### src/sv/tfn_pkg.sv
`timescale 1ns / 1ps
package tfn_pkg;

   localparam int FIELD_W = 16;
   localparam int MINLEN_W = 16;
   localparam int LANES = 3;

endpackage

### src/sv/tfn_sqrt_cell.sv
`timescale 1ns / 1ps
module tfn_sqrt_cell
   import tfn_pkg::*;
#(
   parameter int SW = 70,
   parameter int BIT_POS = 34,
   parameter int PAYW = 108
) (
   input  logic            clock,
   input  logic            reset,
   input  logic            up_valid,
   input  logic [SW-1:0]   up_rem,
   input  logic [SW-1:0]   up_root,
   input  logic [PAYW-1:0] up_payload,
   output logic            dn_valid,
   output logic [SW-1:0]   dn_rem,
   output logic [SW-1:0]   dn_root,
   output logic [PAYW-1:0] dn_payload
);

   localparam logic [SW-1:0] BIT_VAL = SW'(1) << (2 * BIT_POS);

   logic            valid_ff;
   logic [SW-1:0]   rem_ff, rem_in;
   logic [SW-1:0]   root_ff, root_in;
   logic [PAYW-1:0] payload_ff;
   logic [SW-1:0]   trial;

   always_comb begin
      trial = up_root + BIT_VAL;
      if (up_rem >= trial) begin
         rem_in  = up_rem - trial;
         root_in = (up_root >> 1) + BIT_VAL;
      end else begin
         rem_in  = up_rem;
         root_in = up_root >> 1;
      end
   end

   always_ff @(posedge clock) begin
      if (reset) begin
         valid_ff <= 1'b0;
      end else begin
         valid_ff <= up_valid;
      end
      rem_ff     <= rem_in;
      root_ff    <= root_in;
      payload_ff <= up_payload;
   end

   assign dn_valid   = valid_ff;
   assign dn_rem     = rem_ff;
   assign dn_root    = root_ff;
   assign dn_payload = payload_ff;

endmodule

### config.mk
export PLATFORM = sky130hd
export DESIGN_NAME = tfn_sqrt_cell
export DESIGN_NICKNAME = d
export VERILOG_FILES = /design/src/sv/tfn_pkg.sv /design/src/sv/tfn_sqrt_cell.sv
export SDC_FILE = /design/constraint.sdc
export NUM_CORES = 1
export LEC_CHECK = 0
export ABC_CLOCK_PERIOD_IN_PS = 7000
export BUFFER_PORTS_ARGS = -buffer_cell sky130_fd_sc_hd__buf_2
export CAP_MARGIN = 10
export CORE_AREA = 2 2 192 194
export CTS_CLUSTER_DIAMETER = 100
export DETAILED_ROUTE_END_ITERATION = 8
export DIE_AREA = 0 0 194 196
export MAX_ROUTING_LAYER = met4
export PLACE_DENSITY = 0.54
export SLEW_MARGIN = 10
export SYNTH_ARGS = -nofsm -noshare
export SYNTH_HDL_FRONTEND = slang
export SYNTH_SLANG_ARGS = --single-unit
### constraint.sdc
create_clock -name clock -period 7 [get_ports clock]
set_clock_uncertainty 0.1 [all_clocks]
set_input_delay 0.7 -clock clock [delete_from_list [all_inputs] [get_ports clock]]
set_output_delay 0.7 -clock clock [all_outputs]
set_load 0.1 [all_outputs]
==> results.md <==
- Outcome: finished, final reports clean
- Worst vdd ir: 0.239 mV
- Leading area contributor after synthesis: dfxtp_1
- Post-synthesis cell count: 1095
- EDFF count, synth: 0
- Clock Path Buffers: 3
- Top cells by area, synth: dfxtp_1, ha_1, a21oi_1
- FP Rows: 70
- Util after Layout: 39.4%
- CTS tree: built
- Vias in the first global route: 9707
- Resize count post-CTS: 0
- Dpl hpwl: 32100 um
- Mapped Area: 10400 um^2
- Max Clock Freq: 0.239 GHz
- Critical-path top delay cell: a31o_4
- Share of cells above drive strength 1: 36.9%
- RSZ-0062 raised after global routing: false
- Cts bufs inserted: 28
- Final Max Tran Viols: 0
- Iter 0 DRT Violations: 382
- Starting Density: 28.9%
- Sink Count: 249
- Synth async-reset ratio: 0%
- Worst Max-Slew Pin Slew: 0.923 ns
- Global-route wire length before repair: 56200 um
- Setup ws final: 2.81 ns
- Worst Setup Path Type: primary input to flop
- Clock-pin slew on the worst setup and hold paths: 0.06 ns
- Hold Path Class: primary input to flop
- CP bufs+invs: 3
- Cts hold-fix bufs: 0
- Crit end category: flop
- Nets: 1901
- Worst hold path depth: 1
- Crit-path max FO: 72
- Chip height: 196 um
- Pre-antenna DRT Iters: 7
- Pleak: 7.06 nW
- Setup WS pre-CTS: 2.22 ns
- Commonest cells after routing, fill and taps aside: buf_2, dfxtp_1, a21oi_1
- Most common cell after layout, fill and taps aside: buf_2
- Worst EP arrival: 4.52 ns
- Yosys warnings: 0
- Total gr overflow: 0
- Wirelength, routed: 38200 um
- Ports: 500
- Pwr dens: 346 nW/um^2
- Largest net degree at the start of global routing: 73
- Final count of hold timing violations: 0
- Mean Syn Cell Area: 9.52 um^2
- Max Cap Viol: 0
- Crit-path max cell delay: 0.79 ns
- Hold Path Sink: dn_payload[10]
- Core Area: 36100 um^2
- Post-route DRC: 0
- Post-CTS Setup Bufs: 0
- Tcrit/Tclk final: 59.9%
- Clock root buffer: clkbuf_16
- Routability cong.: 0.846
- Sequential-to-total area share from yosys stat: 47.8%
- Worst rel slew slack: 38.5%
- Total Power: 4.92 mW
- # setup viols final: 0
- Vias per inst: 4.60
- ANT nets after route: 0
- Synth cell types: 71
- Fin Hold WS: 0.150 ns
- Die ar.: 38000 um^2
- GR Util All Layers: 19.7%
- CP required: 7.33 ns
- Setup TNS Final: 0 ns
- Yosys reg bits: 249
- Delay-heaviest family, CP: compound AO/OA/AOI/OAI gates
- H-tree levels: 1
- Initial antenna violation count: 17
- Wire length per cell: 18.4 um
- CP Cell Sequence: buf_2 > inv_1 > ha_1 > nand4_4 > or4_4 > nor4b_2 > o31ai_2 > nand3_2 > a21oi_2 > o211ai_2 > a31o_4 > buf_12 > mux2_4
- Chip Width: 194 um
- Post-synth top flop: dfxtp_1
- Count of input and output buffers: 499
- Startpoint type of the worst setup path: primary input
- Top-area cell type share of the netlist area: 47.8%
- P&R area growth vs syn: 36.4%
- Minimum clock period: 4.19 ns
- HP Start: up_payload[10]
- DR vias: 9532
- Syn Nets: 1417
state kept, by name, indices dropped and copies added, names as in the netlist:
register / cells
dn_rem: 70
dn_valid: 1
dn_payload: 108
dn_root: 70
synth_stat cells, drive strengths merged (25+ instances only):
library cell and count:
ha 70, nor2 102, inv 88, dfxtp 249, o21ai 48, buf 25, a21oi 144, nand4 28
xnor2 37, nand2 58, xor2 31, a21o 40
cell families after synthesis:
logic type               share of synthesized area (%)
multiplexers                                      2.20
flip-flops                                        47.8
adder cells (fa/ha/maj)                           8.59
AND/OR/NAND/NOR                                   11.2
buffers and inverters                             5.80
XOR/XNOR                                          5.71
AO/OA/AOI/OAI                                     18.7
worst max path at each step:
stage	end	slack, ns	start	cells past startpoint
2_1_floorplan	dn_rem[10]	3.31	up_rem[0]	15
3_3_place_gp	dn_rem[69]	2.26	up_root[32]	13
3_5_place_dp	dn_rem[69]	2.22	up_root[32]	13
4_1_cts	dn_rem[69]	2.80	up_root[32]	13
5_1_grt	dn_rem[29]	2.60	up_root[32]	13
6_report	dn_rem[29]	2.81	up_root[32]	13
final cells by class:
cell class / instances / area, um^2
multi-input cells: 712 / 4850
flip-flops and latches: 249 / 4980
well taps: 468 / 586
repair buffers: 500 / 2520
clock buffers: 41 / 861
inverters: 88 / 330
diodes: 9 / 22.5
fillers: 3745 / 21900
clock inverters: 7 / 70.1
power by group:
| part | switching [mW] | internal [mW] | leakage, nW |
|---|---|---|---|
| registers | 0.0372 | 1.56 | 2.10 |
| logic | 1.48 | 0.374 | 4.51 |
| clock network | 0.579 | 0.880 | 0.448 |
stage by stage:
| step | cell area (um^2) | std cells |
|---|---|---|
| after global routing | 14200 | 2074 |
| after global placement | 13300 | 2017 |
| after detailed placement | 13300 | 2017 |
| final | 14200 | 2074 |
| after CTS | 14200 | 2065 |
| after floorplan | 10400 | 1095 |
routing by layer:
metal	wire length, um	part of all wire [%]	vias up	track usage (%)
li1	-	-	4766	-
met1	15200	40	4351	22.1
met2	19600	51	348	34.9
met3	2550	6.7	67	4.37
met4	851	2.2	0	5.98
met5	0	0	-	-
Power figures use the tool's default switching activity.
