## src/sv/tfn_pkg.sv

```systemverilog
`timescale 1ns / 1ps
package tfn_pkg;

   localparam int FIELD_W = 16;
   localparam int MINLEN_W = 16;
   localparam int LANES = 3;

endpackage

```

## src/sv/tfn_div_cell.sv

```systemverilog
`timescale 1ns / 1ps
module tfn_div_cell
   import tfn_pkg::*;
#(
   parameter int RW = 35,
   parameter int QW = 14,
   parameter int PAYW = 7
) (
   input  logic                       clock,
   input  logic                       reset,
   input  logic                       up_valid,
   input  logic [RW-1:0]              up_len,
   input  logic [LANES-1:0][RW-1:0]   up_rem,
   input  logic [LANES-1:0][QW-1:0]   up_quot,
   input  logic [PAYW-1:0]            up_payload,
   output logic                       dn_valid,
   output logic [RW-1:0]              dn_len,
   output logic [LANES-1:0][RW-1:0]   dn_rem,
   output logic [LANES-1:0][QW-1:0]   dn_quot,
   output logic [PAYW-1:0]            dn_payload
);

   logic                     valid_ff;
   logic [RW-1:0]            len_ff;
   logic [LANES-1:0][RW-1:0] rem_ff, rem_in;
   logic [LANES-1:0][QW-1:0] quot_ff, quot_in;
   logic [PAYW-1:0]          payload_ff;
   logic [RW:0]              shifted;

   always_comb begin
      shifted = '0;
      for (int k = 0; k < LANES; k++) begin
         shifted = {up_rem[k], 1'b0};
         if (shifted >= {1'b0, up_len}) begin
            rem_in[k]  = RW'(shifted - {1'b0, up_len});
            quot_in[k] = {up_quot[k][QW-2:0], 1'b1};
         end else begin
            rem_in[k]  = shifted[RW-1:0];
            quot_in[k] = {up_quot[k][QW-2:0], 1'b0};
         end
      end
   end

   always_ff @(posedge clock) begin
      if (reset) begin
         valid_ff <= 1'b0;
      end else begin
         valid_ff <= up_valid;
      end
      len_ff     <= up_len;
      rem_ff     <= rem_in;
      quot_ff    <= quot_in;
      payload_ff <= up_payload;
   end

   assign dn_valid   = valid_ff;
   assign dn_len     = len_ff;
   assign dn_rem     = rem_ff;
   assign dn_quot    = quot_ff;
   assign dn_payload = payload_ff;

endmodule

```

## config.mk

```make
export PLATFORM = sky130hd
export DESIGN_NAME = tfn_div_cell
export DESIGN_NICKNAME = d
export VERILOG_FILES = /design/src/sv/tfn_pkg.sv /design/src/sv/tfn_div_cell.sv
export SDC_FILE = /design/constraint.sdc
export NUM_CORES = 1
export LEC_CHECK = 0
export ABC_AREA = 0
export BUFFER_PORTS_ARGS = -buffer_cell sky130_fd_sc_hd__buf_2
export CORE_MARGIN = 2
export CORE_UTILIZATION = 44
export CTS_BUF_LIST = sky130_fd_sc_hd__clkbuf_16
export CTS_CLUSTER_DIAMETER = 150
export DETAILED_ROUTE_END_ITERATION = 16
export MAX_ROUTING_LAYER = met4
export PLACE_DENSITY = 0.71
export SLEW_MARGIN = 20
export SYNTH_ARGS = -nofsm -noshare
export SYNTH_HDL_FRONTEND = slang
export SYNTH_SLANG_ARGS = --single-unit
```

## constraint.sdc

```tcl
create_clock -name clock -period 8.1 [get_ports clock]
set_input_delay 0.405 -clock clock [delete_from_list [all_inputs] [get_ports clock]]
set_output_delay 0.405 -clock clock [all_outputs]
set_load 0.01 [all_outputs]
```

==> results.toml <==
[cts]
cts.sinks = 190
cts-root-buf = "clkbuf_16"
clkTransAtPathRegs_ns = 0.08
cts_buffers = 17
cts_max_level = 4
postCtsHoldBufs = 0
cts_resized = 0
clk_path_buf_depth = 2
post_cts_buffers = 0
cts_tree = "built"

[sta]
min_period_ns = 3.344
final_max_slew_viol_count = 0
clock.fmax_mhz = 299.1
holdWs_ns = 0.04354
hold_viol = 0
worst-slew-pin-transition_ns = 0.8716
setup_viol = 0
finalCritPeriodShare_pct = 41.28
tns_ns = 0
rsz0062_at_grt = "no"
slew_headroom_pct = 40.39

[floorplanning]
die_h_um = 166.1
die_area_sq_um = 27580
rows = 59
die_width_um = 166.1
fp.coreArea_sq_um = 25910
design.portCount = 382
start_util_pct = 44.61

[global_route]
grt_pass1_wl_um = 56340
grt_use_met3_pct = 3.861
grtUsageTotal_pct = 26.51
met2_usage_pct = 46.09
top_usage_layer = "met2"
grt_max_degree = 41
grtUsageMet1_pct = 30.66
antenna_found_initial = 10
grt-ovfl-total = 0
grt_pass1_vias = 10610

[critical_path]
cp_num_buf_inv = 3
worst-setup-path-type = "in -> reg"
end_kind = "register"
critPathTopFamily = "compound AO/OA/AOI/OAI gates"
worstPathRequired_ns = 8.43
worst-path-max-fanout = 30
cp.arrival_ns = 3.68
critPathMaxStageDelay_ns = 0.47
crit_chain = "buf_2 > inv_1 > fa_1 > a211oi_1 > nor2_1 > o211ai_2 > a211oi_2 > o31ai_2 > a21oi_4 > buf_4 > mux2_2"
cp_slowest_cell = "a21oi_4"
critPathLaunchType = "input pin"

[power]
vdd.ir_drop.worst_mv = 0.1282
power.density_nw_per_um2 = 209.6
power.leakage_uw = 0.006878

[layout]
nFillCells = 2387
ff_latch_area_sq_um = 3804
final_util_pct = 55.06
fin_nets = 1911
area_growth_pct = 23.41
multi_input_area_sq_um = 7202
post-route-cell-area_sq_um = 14270
drive_above_1_share_pct = 32.39

[synth]
yosysTopAreaCell = "dfxtp_1"
synth.area.top_cells = "dfxtp_1 33%, ha_1 11%, mux2_2 5.2%"
seq_area_frac_synth_pct = 32.90
syn_nets = 1560
ys.flop_type = "dfxtp_1"
synth_edf_count = 0
ys_seq_elements = 190
synthArstFlopShare_pct = 0
synth_warnings = 0
yosysTopAreaCellShare_pct = 32.90
synthCells = 1260
ys_types = 87
yosys-top-cells-count = "190 x dfxtp_1, 112 x a21oi_1, 105 x ha_1"
syn_avg_cell_area_sq_um = 9.174
synth_area_sq_um = 11560
yosysMostFrequentCell = "dfxtp_1"

[routing]
dr.pass1.iters = 5
drtIter0Drc = 482
drc = 0
routed_wirelength_um = 36860
ant_nets = 0
wl_per_cell_um = 18.72
vias_per_cell = 5.481
num_vias = 10790

[placement]
hpwl_um = 29870
portBuffers = 378
routabilityCongestion = 0.9135
dpl-instance-area_sq_um = 13620

[status]
status = "completed"

[run]
drv_cap = 0

[hold_path]
holdCritPathClass = "in -> reg"
cells by family after synthesis:
group | Yosys count | synth area share [%]
AO/OA/AOI/OAI | 377 | 22.21
AND/OR/NAND/NOR | 292 | 12.64
flip-flops | 190 | 32.90
buffers and inverters | 124 | 4.838
adder cells (fa/ha/maj) | 108 | 11.88
multiplexers | 87 | 9.308
XOR/XNOR | 82 | 6.213
cell usage in the layout (no fill, tap or decap), types with 6 or more instances in the layout:
cell type | netlist | routed
a211o_1 | 6 | 6
a211oi_1 | 19 | 19
a21o_1 | 42 | 42
a21oi_1 | 112 | 112
a31o_2 | 6 | 6
and3_1 | 9 | 9
buf_2 | 15 | 378
clkbuf_16 | 0 | 17
dfxtp_1 | 190 | 190
diode_2 | 0 | 10
ha_1 | 105 | 105
inv_1 | 75 | 75
mux2_2 | 53 | 53
mux2_4 | 27 | 27
nand2_1 | 74 | 74
nand2b_1 | 8 | 8
nand3_1 | 23 | 23
nand4_1 | 26 | 26
nor2_1 | 73 | 73
nor2b_1 | 12 | 12
nor3_1 | 24 | 24
nor4_1 | 11 | 11
o211ai_1 | 13 | 13
o21a_1 | 21 | 21
o21ai_0 | 60 | 60
o21bai_1 | 21 | 21
o31ai_1 | 8 | 8
xnor2_1 | 53 | 53
xor2_1 | 29 | 29
where the power goes:
| part | total, uW | internal, uW | switching (uW) |
|---|---|---|---|
| clock network | 878 | 417 | 461 |
| registers | 1110 | 1070 | 37.0 |
| logic | 1000 | 451 | 551 |
| total | 2990 | 1940 | 1050 |
per-layer routing:
metal  share of wire (%)  wire length [um]
met5                   0                 0
met4                 3.2              1162
met3                 5.2              1902
met2                  50             18540
met1                  41             15260
metrics by stage:
stage	instances	setup WS [ns]	power [uW]
floorplan	1260	5.222	1789
global placement	1926	4.223	2115
detailed placement	1926	4.242	2123
CTS	1958	4.699	3007
global route	1969	4.564	3149
finish	1969	4.756	2991
path summary, 6_finish.rpt:
path | from | end | cells after the start
max | up_len[0] | dn_rem[6] | 11
min | up_quot[35] | dn_quot[36] | 1
final cells by class:
type / instances / area share [%]
sequential: 190 / 26.66
tap: 335 / 2.938
multi-input combinational: 946 / 50.48
clock inverter: 15 / 1.202
timing repair buffer: 380 / 13.51
inverter: 76 / 2.052
antenna: 10 / 0.1754
clock buffer: 17 / 2.982
state kept, by name, indices dropped and copies added, names as in the netlist:
register / count
dn_len: 35
dn_rem: 105
dn_quot: 42
dn_payload: 7
dn_valid: 1
No activity file was read; power rests on OpenSTA's default activity.
